==> config.mk <==
export PLATFORM = sky130hd
export DESIGN_NAME = pmml_mac
export DESIGN_NICKNAME = d
export VERILOG_FILES = /design/src/hw/rtl/pmml_pkg.sv /design/src/hw/rtl/pmml_mac.sv
export SDC_FILE = /design/constraint.sdc
export NUM_CORES = 2
export LEC_CHECK = 0
export BUFFER_PORTS_ARGS = -buffer_cell sky130_fd_sc_hd__buf_2
export CAP_MARGIN = 20
export CORE_MARGIN = 2
export CORE_UTILIZATION = 30
export CTS_BUF_LIST = sky130_fd_sc_hd__clkbuf_8
export CTS_CLUSTER_DIAMETER = 100
export CTS_CLUSTER_SIZE = 12
export DETAILED_ROUTE_END_ITERATION = 8
export GPL_TIMING_DRIVEN = 0
export PLACE_DENSITY = 0.51
export SLEW_MARGIN = 40
export SYNTH_ARGS = -nofsm -noshare
export SYNTH_HDL_FRONTEND = slang
export SYNTH_SLANG_ARGS = --single-unit
==> constraint.sdc <==
create_clock -name clk -period 7.2 [get_ports clk]
set_input_delay 0.72 -clock clk [delete_from_list [all_inputs] [get_ports clk]]
set_output_delay 0.72 -clock clk [all_outputs]
set_load 0.05 [all_outputs]
==> src/hw/rtl/pmml_pkg.sv <==
`timescale 1ns / 1ps

package pmml_pkg;

    localparam int MAX_NODES     = 64;
    localparam int NODE_AW       = $clog2(MAX_NODES);
    localparam int NODE_CW       = $clog2(MAX_NODES + 1);
    localparam int MAX_ENTRIES   = 1024;
    localparam int ENTRY_AW      = $clog2(MAX_ENTRIES);
    localparam int ENTRY_CW      = $clog2(MAX_ENTRIES + 1);
    localparam int MAX_PARTICLES = 256;
    localparam int PART_W        = $clog2(MAX_PARTICLES);

    localparam int W_W      = 16;
    localparam int NODE_W   = 16;
    localparam int MASS_W   = 16;
    localparam int SUM_W    = 22;   // up to MAX_NODES weights of one particle
    localparam int PROD1_W  = MASS_W + W_W;
    localparam int PROD2_W  = PROD1_W + SUM_W;
    localparam int ACC_W    = 62;   // worst case lump sum stays below 2^62
    localparam int VALUE_W  = 63;
    localparam logic [15:0] MASS_RESET = 16'd256;

    typedef enum logic [2:0] {
        ACT_ADD   = 3'd0,
        ACT_LOAD  = 3'd1,
        ACT_LUMP  = 3'd2,
        ACT_QUERY = 3'd3,
        ACT_CLEAR = 3'd4
    } action_t;

    typedef enum logic [1:0] {
        ST_OK    = 2'd0,
        ST_DROP  = 2'd1,
        ST_EMPTY = 2'd2,
        ST_SAT   = 2'd3
    } status_t;

    typedef enum logic [4:0] {
        S_IDLE,
        S_ADD_RD,
        S_ADD_CMP,
        S_ADD_DECIDE,
        S_ADD_SH_RD,
        S_ADD_SH_WR,
        S_ADD_PUT,
        S_LOAD_RD,
        S_LOAD_CMP,
        S_LOAD_DECIDE,
        S_NODE_RD,
        S_NODE_GOT,
        S_SCAN_START,
        S_ENT_RD,
        S_ENT_GOT,
        S_TAB_GOT,
        S_MUL2,
        S_ACC,
        S_SCAN_DONE,
        S_EMIT
    } state_t;

    typedef struct packed {
        logic clr;
        logic ld;
        logic mul;
        logic acc;
    } mac_ctrl_t;

    typedef struct packed {
        logic [PART_W-1:0] part;
        logic [NODE_W-1:0] node;
        logic [W_W-1:0]    weight;
    } ent_t;

endpackage

==> src/hw/rtl/pmml_mac.sv <==
`timescale 1ns / 1ps

module pmml_mac
(
    input  logic                          clk,
    input  logic                          rst_n,
    input  pmml_pkg::mac_ctrl_t           ctrl,
    input  logic [pmml_pkg::MASS_W-1:0]   mass,
    input  logic [pmml_pkg::W_W-1:0]      weight,
    input  logic [pmml_pkg::SUM_W-1:0]    factor,
    output logic [pmml_pkg::ACC_W-1:0]    acc
);

    logic [pmml_pkg::PROD1_W-1:0] p1_reg;
    logic [pmml_pkg::SUM_W-1:0]   t_reg;
    logic [pmml_pkg::PROD2_W-1:0] p2_reg;
    logic [pmml_pkg::ACC_W-1:0]   acc_reg;
    logic [pmml_pkg::ACC_W-1:0]   acc_next;

    always_ff @(posedge clk)
    begin
        if (ctrl.ld)
        begin
            p1_reg <= mass * weight;
            t_reg  <= factor;
        end
        if (ctrl.mul)
        begin
            p2_reg <= p1_reg * t_reg;
        end
    end

    always_comb
    begin
        acc_next = acc_reg;
        if (ctrl.clr)
        begin
            acc_next = '0;
        end
        else if (ctrl.acc)
        begin
            acc_next = acc_reg + pmml_pkg::ACC_W'(p2_reg);
        end
    end

    always_ff @(posedge clk or negedge rst_n)
    begin
        if (!rst_n)
        begin
            acc_reg <= '0;
        end
        else
        begin
            acc_reg <= acc_next;
        end
    end

    assign acc = acc_reg;

endmodule

==> impl_metrics.csv <==
group,metric,value,unit
die,row_count,133,
setup_path,critical-path-top-delay-family,"adder cells",
setup_path,cp.required,7.55,ns
logic_synthesis,synthFlopType,"edfxtp_1",
setup_path,critPathKind,"reg -> reg",
finish,synthToLayoutAreaGrowth,14.0,%
status,status,"finished, violations left",
timing,drv_slew,0,
routing,post-route-drc-count,0,
timing,period_share,104,%
logic_synthesis,yosysTopAreaCell,"fa_1",
logic_synthesis,synth.ff_latch_count,170,
die,die_h,367,um
routing,avgViaCountPerCell,4.81,
setup_path,critPathCaptureType,"flop",
min_path,hold_path.class,"in -> async",
setup_path,crit_arrival,7.83,ns
logic_synthesis,synth.top_cell.area_share,40.2,%
routing,wire_per_inst,20.9,um
status,violations,"negative setup slack",
logic_synthesis,synthTopCellsByArea,"fa_1 (40%), ha_1 (10%), edfxtp_1 (8.2%)",
die,core-area,131000,um2
logic_synthesis,synthArstFlopShare,36.5,%
routing,routed_wirelength,131000,um
die,die_x,367,um
global_route,grt_pass1_vias,31200,
setup_path,startpoint_type,"flop",
setup_path,slowest_delay,0.64,ns
timing,setup_viol,5,
placement,port_buffers,121,
finish,final_util,34.3,%
clock_tree,worstSkewPairLatency,0.62,ns
timing,fin_tns_setup,-0.927,ns
setup_path,cp_common_cell,"fa_1",
setup_path,cp_slowest_cell,"fa_2",
logic_synthesis,synth_edf_count,108,
routing,dr.pass1.iters,5,
global_route,grt_start_max_net_pins,63,
setup_path,critPathBufInv,8,
finish,largest_register_ffs,62,
logic_synthesis,synth.most_common_cell,"fa_1",
die,start_util,30.1,%
timing,skew,0.0434,ns
clock_tree,cts_made_buffers,17,
finish,fillCellCount,13600,
flow_run,cap_violations,0,
finish,multi_input_area,31300,um2
timing,slew_headroom,43.7,%
die,io-pin-count,122,
global_route,antenna_found_initial,9,
clock_tree,clock_path_buffers,2,
logic_synthesis,synth_area,39400,um2
global_route,grt_overflow,0,
logic_synthesis,syn-instance-count,4240,
logic_synthesis,syn_nets,5419,
logic_synthesis,yosys_warnings,0,
clock_tree,cts_tree,"done",
placement,dpl.hpwl,106000,um
logic_synthesis,ys_seq_area_share,12.2,%
clock_tree,htree_levels,4,
logic_synthesis,ys_top_cells_by_count,"fa_1 (792), inv_1 (791), nand2_1 (595)",
placement,pre_cts_slack,-1.16,ns
clock_tree,ctsRootBufferMaster,"clkbuf_8",
routing,vias,30000,
timing,hold_viol_final,0,
clock_tree,ctsHoldBuffers,0,
timing,worst_slew_pin_slew,0.844,ns
placement,gp_congestion,0.952,
clock_tree,clk_pin_slew,0.12,ns
logic_synthesis,synth_cell_types,70,
clock_tree,clock_sinks,170,
die,dieArea,134000,um2
global_route,grt_use_total,19.5,%
logic_synthesis,avgSynthCellArea,9.30,um2
finish,seq_area,4790,um2
setup_path,path_max_fanout,4,
timing,period_minus_slack,7.49,ns
routing,drt_iter0_markers,2482,
timing,fin_ws,-0.288,ns
finish,layout-drive-gt1-share,11.0,%
timing,rsz0062_at_grt,"true",
finish,fin_nets,5650,
timing,clock.fmax,134,MHz
global_route,grt_first_pass_wirelength,197000,um
routing,ant_nets,0,
timing,holdWs,0.0569,ns
==> layout make-up <==
class	instances	share of cell area, %
Antenna cell	6	0.0334
Inverter	791	6.60
Buffer	193	3.66
Sequential cell	170	10.7
Clock buffer	19	0.582
Clock inverter	13	0.365
Multi-Input combinational cell	3066	69.6
Timing Repair Buffer	232	3.62
Tap cell	1755	4.88
==> layout by cell type, fill, tap and decap left out, types with 73 or more instances in the layout <==
cell and count:
a21o_1 73, a21oi_1 140, and2_1 445, buf_2 123, buf_4 100, edfxtp_1 108
fa_1 763, ha_1 308, inv_1 781, nand2_1 587, nor2_1 124, xnor2_1 80
==> cell families after synthesis <==
group | synth area share (%)
AO/OA/AOI/OAI | 7.17
XOR/XNOR | 2.86
adder cells (fa/ha/maj) | 50.6
buffers and inverters | 9.58
flip-flops | 12.2
multiplexers | 1.12
AND/OR/NAND/NOR | 16.5
==> stage by stage <==
step | area, um2 | instances
3_3_place_gp | 42200 | 6116
6_report | 45000 | 6245
5_1_grt | 45000 | 6242
3_5_place_dp | 42300 | 6117
4_1_cts | 44500 | 6213
2_1_floorplan | 39400 | 4240
==> per-layer routing <==
metal,GRT usage (%),vias up,part of all wire [%]
li1,-,13500,-
met1,27.1,15200,45
met2,30.9,1106,45
met3,3.20,156,7.2
met4,6.40,4,3.1
met5,0,-,0.021
==> final timing paths <==
| check | from | endpoint | slack (ns) | cells past startpoint |
|---|---|---|---|---|
| worst max register to register | t_reg[19]$_DFFE_PP_ | p2_reg[53]$_DFFE_PP_ | -0.29 | 27 |
| worst min-delay path | rst_n | acc[53]$_DFFE_PN0P_ | 0.06 | 1 |
| worst min register to register | acc[61]$_DFFE_PN0P_ | acc[61]$_DFFE_PN0P_ | 0.56 | 2 |
| min in group clk | factor[3] | t_reg[3]$_DFFE_PP_ | 0.26 | 1 |
| worst max-delay path | t_reg[19]$_DFFE_PP_ | p2_reg[53]$_DFFE_PP_ | -0.29 | 27 |
| max in group asynchronous | rst_n | acc[23]$_DFFE_PN0P_ | 6.72 | 1 |
==> worst reg2reg max path, delay by kind of cell, from the launching register on <==
kind	cells	cell delay (ns)
buf+inv	8	0.96
simple gates	6	0.91
compound gates	4	0.97
xor+xnor	1	0.13
fa+ha+maj	8	3.72
flops	1	0.54
==> what timing repair did <==
| action | in CTS | in global routing |
|---|---|---|
| pin swaps | 40 | 39 |
| endpoints found under the setup margin | 29 | 22 |
| cloned | 0 | 0 |
| resized for setup | 337 | 90 |
| setup buffers | 72 | 37 |
Power is left out: the tool's default activity adds up to more than one toggle a clock period on the data nets, which glitch-free logic cannot reach.
